--- src/design/mop_pkg.sv ---
`default_nettype none
package mop_pkg;

  localparam int unsigned TimerBits     = 16;
  localparam int unsigned DebounceTicks = 50;

  localparam logic [TimerBits-1:0] TimerMax = {TimerBits{1'b1}};

  localparam logic [2:0] ModeStopped = 3'd0;
  localparam logic [2:0] ModeRunning = 3'd1;
  localparam logic [2:0] ModeLowCur  = 3'd2;
  localparam logic [2:0] ModeTrip    = 3'd3;
  localparam logic [2:0] ModeEstop   = 3'd4;

  localparam logic [2:0] RegZeroCode   = 3'd0;
  localparam logic [2:0] RegNoiseFloor = 3'd1;
  localparam logic [2:0] RegHighThr    = 3'd2;
  localparam logic [2:0] RegLowThr     = 3'd3;
  localparam logic [2:0] RegEmaAlpha   = 3'd4;
  localparam logic [2:0] RegConfirm    = 3'd5;
  localparam logic [2:0] RegGrace      = 3'd6;
  localparam logic [2:0] RegRestart    = 3'd7;

  typedef logic [TimerBits-1:0] timer_t;

  typedef struct packed {
    logic [15:0] high_threshold;
    logic [15:0] low_threshold;
    timer_t      confirm_ticks;
    timer_t      grace_ticks;
    timer_t      restart_ticks;
  } ctrl_cfg_t;

  typedef struct packed {
    logic       relay_en;
    logic [2:0] mode;
  } ctrl_out_t;

  function automatic timer_t sat_inc(input timer_t v);
    sat_inc = (v == TimerMax) ? v : v + timer_t'(1);
  endfunction

endpackage
`default_nettype wire

--- src/design/mop_meas.sv ---
`default_nettype none
module mop_meas (
  input  wire logic        clk,
  input  wire logic        rst_n,
  input  wire logic        step,
  input  wire logic [11:0] adc_code,
  input  wire logic [15:0] zero_code,
  input  wire logic [15:0] noise_floor,
  input  wire logic [8:0]  ema_alpha,
  output logic      [15:0] smoothed_nxt
);

  logic [15:0] smoothed_r;
  logic        valid_r;
  logic [15:0] scaled;
  logic [15:0] cur;
  logic [8:0]  alpha;
  logic signed [16:0] delta;
  logic signed [26:0] prod;
  logic signed [26:0] acc;

  always_comb begin
    scaled = {adc_code, 4'b0000};
    cur    = (scaled >= zero_code) ? scaled - zero_code : zero_code - scaled;
    if (cur < noise_floor) begin
      cur = 16'd0;
    end
    alpha = (ema_alpha > 9'd256) ? 9'd256 : ema_alpha;
    // a*cur + (256-a)*old == old*256 + a*(cur-old)
    delta = $signed({1'b0, cur}) - $signed({1'b0, smoothed_r});
    prod  = 27'($signed({1'b0, alpha}) * delta);
    acc   = $signed({3'b000, smoothed_r, 8'h00}) + prod + 27'sd128;
    smoothed_nxt = valid_r ? acc[23:8] : cur;
  end

  always_ff @(posedge clk) begin
    if (!rst_n) begin
      smoothed_r <= '0;
      valid_r    <= 1'b0;
    end else if (step) begin
      smoothed_r <= smoothed_nxt;
      valid_r    <= 1'b1;
    end
  end

endmodule
`default_nettype wire

--- src/design/mop_ctrl.sv ---
`default_nettype none
module mop_ctrl (
  input  wire logic              clk,
  input  wire logic              rst_n,
  input  wire logic              step,
  input  wire logic              button_level,
  input  wire logic [15:0]       smoothed,
  input  wire mop_pkg::ctrl_cfg_t cfg,
  output mop_pkg::ctrl_out_t     res
);

  logic [2:0]       mode_r, mode_nxt;
  logic             prev_raw_r, prev_raw_nxt;
  logic             stable_r, stable_nxt;
  logic             motor_r, motor_nxt;
  logic             oc_act_r, oc_act_nxt;
  logic             rs_pend_r, rs_pend_nxt;
  mop_pkg::timer_t  deb_r, deb_nxt;
  mop_pkg::timer_t  run_r, run_nxt;
  mop_pkg::timer_t  oc_r, oc_nxt;
  mop_pkg::timer_t  rs_r, rs_nxt;
  logic             grace;

  always_comb begin
    deb_nxt      = mop_pkg::sat_inc(deb_r);
    run_nxt      = mop_pkg::sat_inc(run_r);
    oc_nxt       = mop_pkg::sat_inc(oc_r);
    rs_nxt       = mop_pkg::sat_inc(rs_r);
    mode_nxt     = mode_r;
    stable_nxt   = stable_r;
    motor_nxt    = motor_r;
    oc_act_nxt   = oc_act_r;
    rs_pend_nxt  = rs_pend_r;
    prev_raw_nxt = button_level;

    // debounce
    if (button_level != prev_raw_r) begin
      deb_nxt = '0;
    end
    if ((32'(deb_nxt) > mop_pkg::DebounceTicks) && (button_level != stable_r)) begin
      stable_nxt = button_level;
      if (!button_level) begin
        if (mode_r == mop_pkg::ModeRunning || mode_r == mop_pkg::ModeLowCur) begin
          motor_nxt   = 1'b0;
          mode_nxt    = mop_pkg::ModeEstop;
          rs_pend_nxt = 1'b0;
        end else if (mode_r == mop_pkg::ModeStopped || mode_r == mop_pkg::ModeEstop) begin
          motor_nxt = 1'b1;
          run_nxt   = '0;
          mode_nxt  = mop_pkg::ModeRunning;
        end
      end
    end

    // protection
    grace = motor_nxt && (run_nxt < cfg.grace_ticks);
    if (!grace && motor_nxt && (smoothed > cfg.high_threshold)) begin
      if (!oc_act_r) begin
        oc_act_nxt = 1'b1;
        oc_nxt     = '0;
      end else if (oc_nxt >= cfg.confirm_ticks) begin
        motor_nxt   = 1'b0;
        mode_nxt    = mop_pkg::ModeTrip;
        rs_pend_nxt = 1'b0;
        oc_act_nxt  = 1'b0;
      end
    end else begin
      oc_act_nxt = 1'b0;
      if (mode_nxt == mop_pkg::ModeTrip) begin
        if (smoothed <= cfg.high_threshold) begin
          if (!rs_pend_nxt) begin
            rs_pend_nxt = 1'b1;
            rs_nxt      = '0;
          end else if (rs_nxt >= cfg.restart_ticks) begin
            motor_nxt   = 1'b1;
            run_nxt     = '0;
            mode_nxt    = mop_pkg::ModeRunning;
            rs_pend_nxt = 1'b0;
          end
        end else begin
          rs_pend_nxt = 1'b0;
        end
      end else if (motor_nxt) begin
        mode_nxt = (smoothed < cfg.low_threshold) ? mop_pkg::ModeLowCur
                                                  : mop_pkg::ModeRunning;
      end
    end

    res.relay_en = motor_nxt;
    res.mode     = mode_nxt;
  end

  always_ff @(posedge clk) begin
    if (!rst_n) begin
      mode_r     <= mop_pkg::ModeStopped;
      prev_raw_r <= 1'b1;
      stable_r   <= 1'b1;
      motor_r    <= 1'b0;
      oc_act_r   <= 1'b0;
      rs_pend_r  <= 1'b0;
      deb_r      <= '0;
      run_r      <= '0;
      oc_r       <= '0;
      rs_r       <= '0;
    end else if (step) begin
      mode_r     <= mode_nxt;
      prev_raw_r <= prev_raw_nxt;
      stable_r   <= stable_nxt;
      motor_r    <= motor_nxt;
      oc_act_r   <= oc_act_nxt;
      rs_pend_r  <= rs_pend_nxt;
      deb_r      <= deb_nxt;
      run_r      <= run_nxt;
      oc_r       <= oc_nxt;
      rs_r       <= rs_nxt;
    end
  end

endmodule
`default_nettype wire

--- src/design/motor_overcurrent_protector.sv ---
`default_nettype none
// channel   dir  tdata fields (low bit up)
// in_       in   button_level[0], adc_code[12:1], zeros[15:13]
// out_      out  relay_en[0], mode[3:1], filtered_current[19:4],
//                led_green[20], led_yellow[21], led_blue[22], led_red[23]
// cfg_      in   cfg_addr picks the register, cfg_wdata[15:0] (ema_alpha uses [8:0])
//
// one tick per clock sustained while out_ is not stalled; out_tvalid rises once the in_ transfer
// has passed the input register and then the result register.
// the ema multiply (9 x 17 bits) and the threshold compares after it set the critical path.
// synchronous reset restores the default registers and the stopped state.
// a stalled out_ side holds the result; the input register still takes one more tick.
module motor_overcurrent_protector (
  input  wire logic        clk,
  input  wire logic        rst_n,
  input  wire logic        in_tvalid,
  output logic             in_tready,
  input  wire logic [15:0] in_tdata,   // button_level, adc_code
  output logic             out_tvalid,
  input  wire logic        out_tready,
  output logic [23:0]      out_tdata,  // relay_en, mode, filtered_current, leds g/y/b/r
  input  wire logic        cfg_we,
  input  wire logic [2:0]  cfg_addr,
  input  wire logic [15:0] cfg_wdata
);

  logic [15:0] zero_code_r, noise_floor_r, high_thr_r, low_thr_r;
  logic [8:0]  alpha_r;
  mop_pkg::timer_t confirm_r, grace_r, restart_r;

  logic        in_valid_r;
  logic        button_r;
  logic [11:0] adc_r;
  logic        out_valid_r;
  logic [23:0] out_data_r;

  logic        advance;
  logic        step;
  logic [15:0] smoothed_nxt;
  mop_pkg::ctrl_cfg_t ctrl_cfg;
  mop_pkg::ctrl_out_t ctrl_res;
  logic        green;

  always_ff @(posedge clk) begin
    if (!rst_n) begin
      zero_code_r   <= 16'd32760;
      noise_floor_r <= 16'd39;
      high_thr_r    <= 16'd655;
      low_thr_r     <= 16'd66;
      alpha_r       <= 9'd51;
      confirm_r     <= mop_pkg::timer_t'(150);
      grace_r       <= mop_pkg::timer_t'(500);
      restart_r     <= mop_pkg::timer_t'(3000);
    end else if (cfg_we) begin
      case (cfg_addr)
        mop_pkg::RegZeroCode:   zero_code_r   <= cfg_wdata;
        mop_pkg::RegNoiseFloor: noise_floor_r <= cfg_wdata;
        mop_pkg::RegHighThr:    high_thr_r    <= cfg_wdata;
        mop_pkg::RegLowThr:     low_thr_r     <= cfg_wdata;
        mop_pkg::RegEmaAlpha:   alpha_r       <= cfg_wdata[8:0];
        mop_pkg::RegConfirm:    confirm_r     <= cfg_wdata;
        mop_pkg::RegGrace:      grace_r       <= cfg_wdata;
        mop_pkg::RegRestart:    restart_r     <= cfg_wdata;
        default: ;
      endcase
    end
  end

  assign advance   = !out_valid_r || out_tready;
  assign step      = in_valid_r && advance;
  assign in_tready = !in_valid_r || advance;

  always_ff @(posedge clk) begin
    if (!rst_n) begin
      in_valid_r <= 1'b0;
    end else if (in_tready) begin
      in_valid_r <= in_tvalid;
    end
  end

  always_ff @(posedge clk) begin
    if (in_tready && in_tvalid) begin
      button_r <= in_tdata[0];
      adc_r    <= in_tdata[12:1];
    end
  end

  assign ctrl_cfg.high_threshold = high_thr_r;
  assign ctrl_cfg.low_threshold  = low_thr_r;
  assign ctrl_cfg.confirm_ticks  = confirm_r;
  assign ctrl_cfg.grace_ticks    = grace_r;
  assign ctrl_cfg.restart_ticks  = restart_r;

  mop_meas u_meas (
    .clk          (clk),
    .rst_n        (rst_n),
    .step         (step),
    .adc_code     (adc_r),
    .zero_code    (zero_code_r),
    .noise_floor  (noise_floor_r),
    .ema_alpha    (alpha_r),
    .smoothed_nxt (smoothed_nxt)
  );

  mop_ctrl u_ctrl (
    .clk          (clk),
    .rst_n        (rst_n),
    .step         (step),
    .button_level (button_r),
    .smoothed     (smoothed_nxt),
    .cfg          (ctrl_cfg),
    .res          (ctrl_res)
  );

  assign green = (ctrl_res.mode == mop_pkg::ModeRunning) ||
                 (ctrl_res.mode == mop_pkg::ModeLowCur);

  always_ff @(posedge clk) begin
    if (!rst_n) begin
      out_valid_r <= 1'b0;
    end else if (advance) begin
      out_valid_r <= in_valid_r;
    end
  end

  always_ff @(posedge clk) begin
    if (step) begin
      out_data_r <= {ctrl_res.mode == mop_pkg::ModeTrip,
                     ctrl_res.mode == mop_pkg::ModeLowCur,
                     !green,
                     green,
                     smoothed_nxt,
                     ctrl_res.mode,
                     ctrl_res.relay_en};
    end
  end

  assign out_tvalid = out_valid_r;
  assign out_tdata  = out_data_r;

endmodule
`default_nettype wire
--- config.mk ---
export PLATFORM = sky130hd
export DESIGN_NAME = motor_overcurrent_protector
export DESIGN_NICKNAME = d
export VERILOG_FILES = /design/src/design/mop_pkg.sv /design/src/design/mop_meas.sv /design/src/design/mop_ctrl.sv /design/src/design/motor_overcurrent_protector.sv
export SDC_FILE = /design/constraint.sdc
export NUM_CORES = 1
export LEC_CHECK = 0
export BUFFER_PORTS_ARGS = -buffer_cell sky130_fd_sc_hd__buf_2
export CORE_MARGIN = 1.5
export CORE_UTILIZATION = 64
export CTS_CLUSTER_DIAMETER = 60
export DETAILED_ROUTE_END_ITERATION = 8
export GPL_TIMING_DRIVEN = 1
export PLACE_DENSITY = 0.82
export SLEW_MARGIN = 20
export SYNTH_ARGS = -nofsm -noshare
export SYNTH_HDL_FRONTEND = slang
export SYNTH_HIERARCHICAL = 1
export SYNTH_SLANG_ARGS = --single-unit
--- constraint.sdc ---
create_clock -name clk -period 16.3 [get_ports clk]
set_input_delay 0 -clock clk [delete_from_list [all_inputs] [get_ports clk]]
set_output_delay 0 -clock clk [all_outputs]
set_load 0.02 [all_outputs]
======== Yosys cells after proc, flatten, opt, wreduce, memory -nomap -nowiden ========
Cells that the tools add are included.
storage, ports and cells
  logic and storage cells ................. 152
  latch bits .............................. 0
  ROM bits ................................ 0
  memories kept ........................... 0
  output and inout port bits .............. 26
  memory bits (writable) .................. 0
  flip-flop bits (word level) ............. 249
operators by class
  reductions and logical operators ........ 26
  shifts and indexed selects .............. 0
  muxes and demuxes ....................... 61
  equality and inequality tests ........... 20
  div/mod/pow operators ................... 0
  order comparisons ....................... 10
  $mul .................................... 1
  add/subtract/negate cells ............... 9
  bitwise logic cells ..................... 0
operators by type and width
  kind                   number
  $mux 16                23
  $add 16x1->16 const B  4
  $eq 16x16->1 const B   4
  $ge 16x16->1           3
  $lt 16x16->1           3
  $mux 3                 12
  $sub 16x16->16         2
  $add 24x24->24         1
  $add 24x9->24 const B  1
  $mul 10x17->24         1
  $mux 1                 24
  $eq 3x2->1 const B     6
  $reduce_and 2->1       9
  $sub 16x16->17         1
  $gt 16x16->1           1
  $gt 16x6->1 const B    1
  $le 16x16->1           1
  $eq 3x3->1 const B     5
  $eq 3x1->1 const B     3
  $gt 9x9->1 const B     1
  $mux 9                 1
  $logic_and 1x1->1      6
  $logic_not 3->1        2
  $logic_or 1x1->1       5
  other kinds (3)        7

======== Logic depth before layout (Yosys ltp) ========
  depth after elaboration ................. 17
  depth in mapped cells ................... 60
  depth with buffers taken out ............ 58

======== Hierarchy ========
Netlist, hierarchy kept.
by module, submodules not included
  module                       area each (um2)  cells each  instances
  mop_meas                     8,878.5          1,096       1
  mop_ctrl                     6,661.4          911         1
  motor_overcurrent_protector  5,968.2          492         1

======== Worst setup path before layout ========
OpenSTA, ideal clock, no wires.
  path kind ............................... reg2reg
  from .................................... register adc_r[3]
  to ...................................... register out_data_r[20] (netlist: out_tdata[20]) (data pin)
  clock period less this slack ............ 12,774 ps
  cell stages (with the launch flop) ...... 57
  path slack .............................. 3,526 ps
  data arrival time ....................... 12,513 ps
  path buffers ............................ 5
  cells stage by stage .................... edfxtp_1 -> inv_1 -> ha_1 -> buf_2 -> a21o_1 -> or3b_1 -> o21ai_2 -> a21oi_2 -> buf_4 -> mux2i_1 -> xnor2_1 -> ha_1 -> o21ai_0 -> a211oi_1 -> o31a_1 -> a311o_1 -> a221oi_2 -> buf_2 -> [... 21 more ...] -> o21a_1 -> o211ai_1 -> nor3_1 -> o21a_1 -> o21a_1 -> or3_1 -> a32o_1 -> ha_1 -> a2111oi_0 -> nand4_1 -> o2111ai_1 -> a22oi_1 -> or2_2 -> or3_1 -> buf_2 -> a21boi_0 -> xor2_1 -> nor2b_1
RTL lines
  item                    line                                text
  start, declared         motor_overcurrent_protector.sv:33   logic [11:0] adc_r;
  start signal, assigned  motor_overcurrent_protector.sv:84   adc_r <= in_tdata[12:1];
  end signal, assigned    motor_overcurrent_protector.sv:128  out_data_r <= {ctrl_res.mode == mop_pkg::ModeTrip,
  end, declared           motor_overcurrent_protector.sv:35   logic [23:0] out_data_r;

==> out/results.ini <==
[outcome]
status=finished, final reports clean

[cts]
ctsLongestPathBuffers=3
clk_transition_reported_paths_ns=0.06
clock_tree.root_cell=sky130_fd_sc_hd__clkbuf_16
clock_tree.htree_level_count=1
clock_insertion_delay_worst_skew_ns=0.55
tritoncts=yes
cts_buffers=28
numClockSinks=249
cts_post_setup_buffers_inserted=0

[timing]
slew_headroom=0.257
drv_slew=0
fin_hold_ws_ns=0.0477
max_freq_ghz=0.0650
fin_crit_sh=0.944
max_slew.worst_pin.slew_ns=1.11
timing.final.crit_period_ns=15.38
tns_ns=0
final_hold_viols=0
unrepaired_setup_endpoints_after_global_routing=false
skew_ns=0.0253
timing.final.setup_violations=0

[place]
dp.final_hpwl_um=40400
place_area_um2=22000
global_placement_routability_congestion=0.908
buffer_ports.inserted=62
dpl.cell_count=2912

[worst_hold_path]
worst_hold_path.endpoint=zero_code_r[10]
hold_path.class=input port to flop
worstHoldStart=cfg_we
timing.hold.worst_path_depth=3

[floorplanning]
die_area_um2=34700
die_width_um=186
cell_row_count=66
floorplan.die.height_um=186
design.portCount=66
fp.coreArea_um2=32800
floorplan.initialDensity=0.656

[synth]
netlist-cell-type-count=102
yosys_warnings=6
mappedNetlistArea_um2=21500
yosysTopAreaCellShare=0.197
synth_top_flop_cell=sky130_fd_sc_hd__dfxtp_1
synthArstFlopShare=0
synth.most_common_cell=sky130_fd_sc_hd__inv_1
average_size_of_a_mapped_cell_um2=8.61
synth_seq_area_share=0.249
leading_area_contributor_after_synthesis=sky130_fd_sc_hd__dfxtp_1
yosys_register_bits=249
yosys-top-cells-count=sky130_fd_sc_hd__inv_1, sky130_fd_sc_hd__nand2_1, sky130_fd_sc_hd__dfxtp_1
netlist_top_cells_area=sky130_fd_sc_hd__dfxtp_1, sky130_fd_sc_hd__fa_1, sky130_fd_sc_hd__ha_1
postSynthNetCount=2864
synthesis.instances=2499
synth_edf_count=37

[global_routing]
global_route.usage.total=0.307
grt_first_pass_wirelength_um=88100
pin_count_of_the_biggest_net_entering_global_routing=86
grt_pass1_vias=17690
grt_antenna_before_repair=0
overflow_after_grt=0

[route]
detail_route.wl_per_cell_um=18.0
dr.first_iter.drc_count=1657
viasPerCell=5.99
antenna_left=0
drc_errors=0
wl_um=54000
detailroute.via_count=17960
drt_pass1_iterations=5

[setup_path]
worstPathMaxFanout=24
crit_type=flop to flop
r2r_cells=52
timing.critical_path.to_type=flop
crit_arrival_ns=15.68
worst_ep_required_time_ns=16.60
critical_path.reg2reg.endpoint=out_tdata[20]
critical_path_slowest_stage_cell=sky130_fd_sc_hd__a21oi_2
reg2reg_setup_slack_ns=0.92
setup.worst_path.start_class=flop
reg2reg_from=adc_r[9]
critical_path.max_stage_delay_ns=0.74

[final_layout]
instances_no_fill=2997
final.fill_count=2441
antenna-diode-count=0
drive_above_1_share=0.0705
final_area_um2=23300
nNetsFinal=2898
area_growth_pct=8.44

[job]
number_of_max_cap_violations=0

metrics by stage:
stage	util	setup WS (ns)
floorplan	-	3.53
finish	0.711	0.916
detailed placement	0.671	1.16
CTS	0.711	1.14
global route	0.711	0.0349
global placement	0.671	1.59
cell usage in the layout (no fill, tap or decap), types with 18 or more instances in the layout:
cell type                       netlist  final
sky130_fd_sc_hd__nand2_1            262    262
sky130_fd_sc_hd__ha_1               191    191
sky130_fd_sc_hd__buf_2               22     61
sky130_fd_sc_hd__and2_1              31     31
sky130_fd_sc_hd__a21o_1              29     29
sky130_fd_sc_hd__a31oi_1             18     18
sky130_fd_sc_hd__dlygate4sd3_1        0     33
sky130_fd_sc_hd__o21a_1              19     19
sky130_fd_sc_hd__edfxtp_1            37     37
sky130_fd_sc_hd__clkbuf_16            0     29
sky130_fd_sc_hd__o21ai_0             89     89
sky130_fd_sc_hd__inv_1              326    326
sky130_fd_sc_hd__or3_1               19     19
sky130_fd_sc_hd__dfxtp_1            212    212
sky130_fd_sc_hd__xor2_1              27     27
sky130_fd_sc_hd__nand2b_1            28     28
sky130_fd_sc_hd__nor3_1              43     43
sky130_fd_sc_hd__fa_1               134    134
sky130_fd_sc_hd__and3_1              24     24
sky130_fd_sc_hd__mux2i_1            141    141
sky130_fd_sc_hd__nor2_1             162    162
sky130_fd_sc_hd__nor2b_1            101    100
sky130_fd_sc_hd__nand4_1             33     33
sky130_fd_sc_hd__nand3_1             69     69
sky130_fd_sc_hd__a21oi_1            110    109
sky130_fd_sc_hd__xnor2_1             57     57
registers in the layout (all words and copies together) (netlist names), 12 cells and up:
signal / count
u_meas/smoothed_r: 16
high_thr_r: 16
zero_code_r: 16
u_ctrl/run_r: 16
confirm_r: 16
adc_r: 12
grace_r: 16
u_ctrl/rs_r: 16
out_tdata: 24
u_ctrl/oc_r: 16
low_thr_r: 16
noise_floor_r: 16
u_ctrl/deb_r: 16
restart_r: 16
what timing repair did:
item / in CTS / in global routing
hold buffers: 33 / 0
endpoints found under the hold margin: 103 / 0
gates resized for setup: 0 / 0
layer usage:
metal  routed length [um]  global-route usage  vias to the layer above  part of all wire
met1                23100               0.404                     8682              0.43
met5                    0                   0                        -                 0
met2                25800               0.524                      644              0.48
met4                 1690              0.0972                        0             0.031
li1                     -                   -                     8530                 -
met3                 3460              0.0412                      104             0.064
kinds of logic (layout without fill, tap and decap cells):
logic type,after synthesis,after routing,share of synthesized area
and+or+nand+nor,851,851,0.203
muxes,147,147,0.0688
DFF,249,249,0.249
AOI/OAI and AO/OA,411,411,0.128
xor gates and xnor gates,84,84,0.0342
buffers and inverters,432,488,0.0806
adders and majority gates,325,325,0.236
worst max path at each step:
stage,from,end,cells past startpoint
after floorplan,adc_r[3],out_tdata[20],56
after global placement,adc_r[9],out_tdata[20],52
after detailed placement,adc_r[9],out_tdata[20],52
after CTS,adc_r[9],out_tdata[20],52
after global routing,adc_r[9],out_tdata[20],52
final,adc_r[9],out_tdata[20],52
area by class of cell:
type	instances	area, um^2	share of cell area
well taps	442	553	0.0237
repair buffers	109	748	0.0321
multi-input cells	1818	14400	0.619
clock buffers	38	810	0.0347
flip-flops and latches	249	5360	0.230
inverters	327	1230	0.0526
clock inverters	14	199	0.00853
critical path: cells and delay by family (launching register included):
kind                       cells  cell delay [ns]
xor gates and xnor gates       2             0.57
AOI/OAI and AO/OA             21             5.96
and+or+nand+nor               13             2.98
muxes                          1             0.42
adders and majority gates     10             4.25
DFF                            1             0.35
buffers and inverters          5             0.58
Power is not shown: default switching activity piles up to over one toggle a cycle in this logic, so the estimate is an artifact.
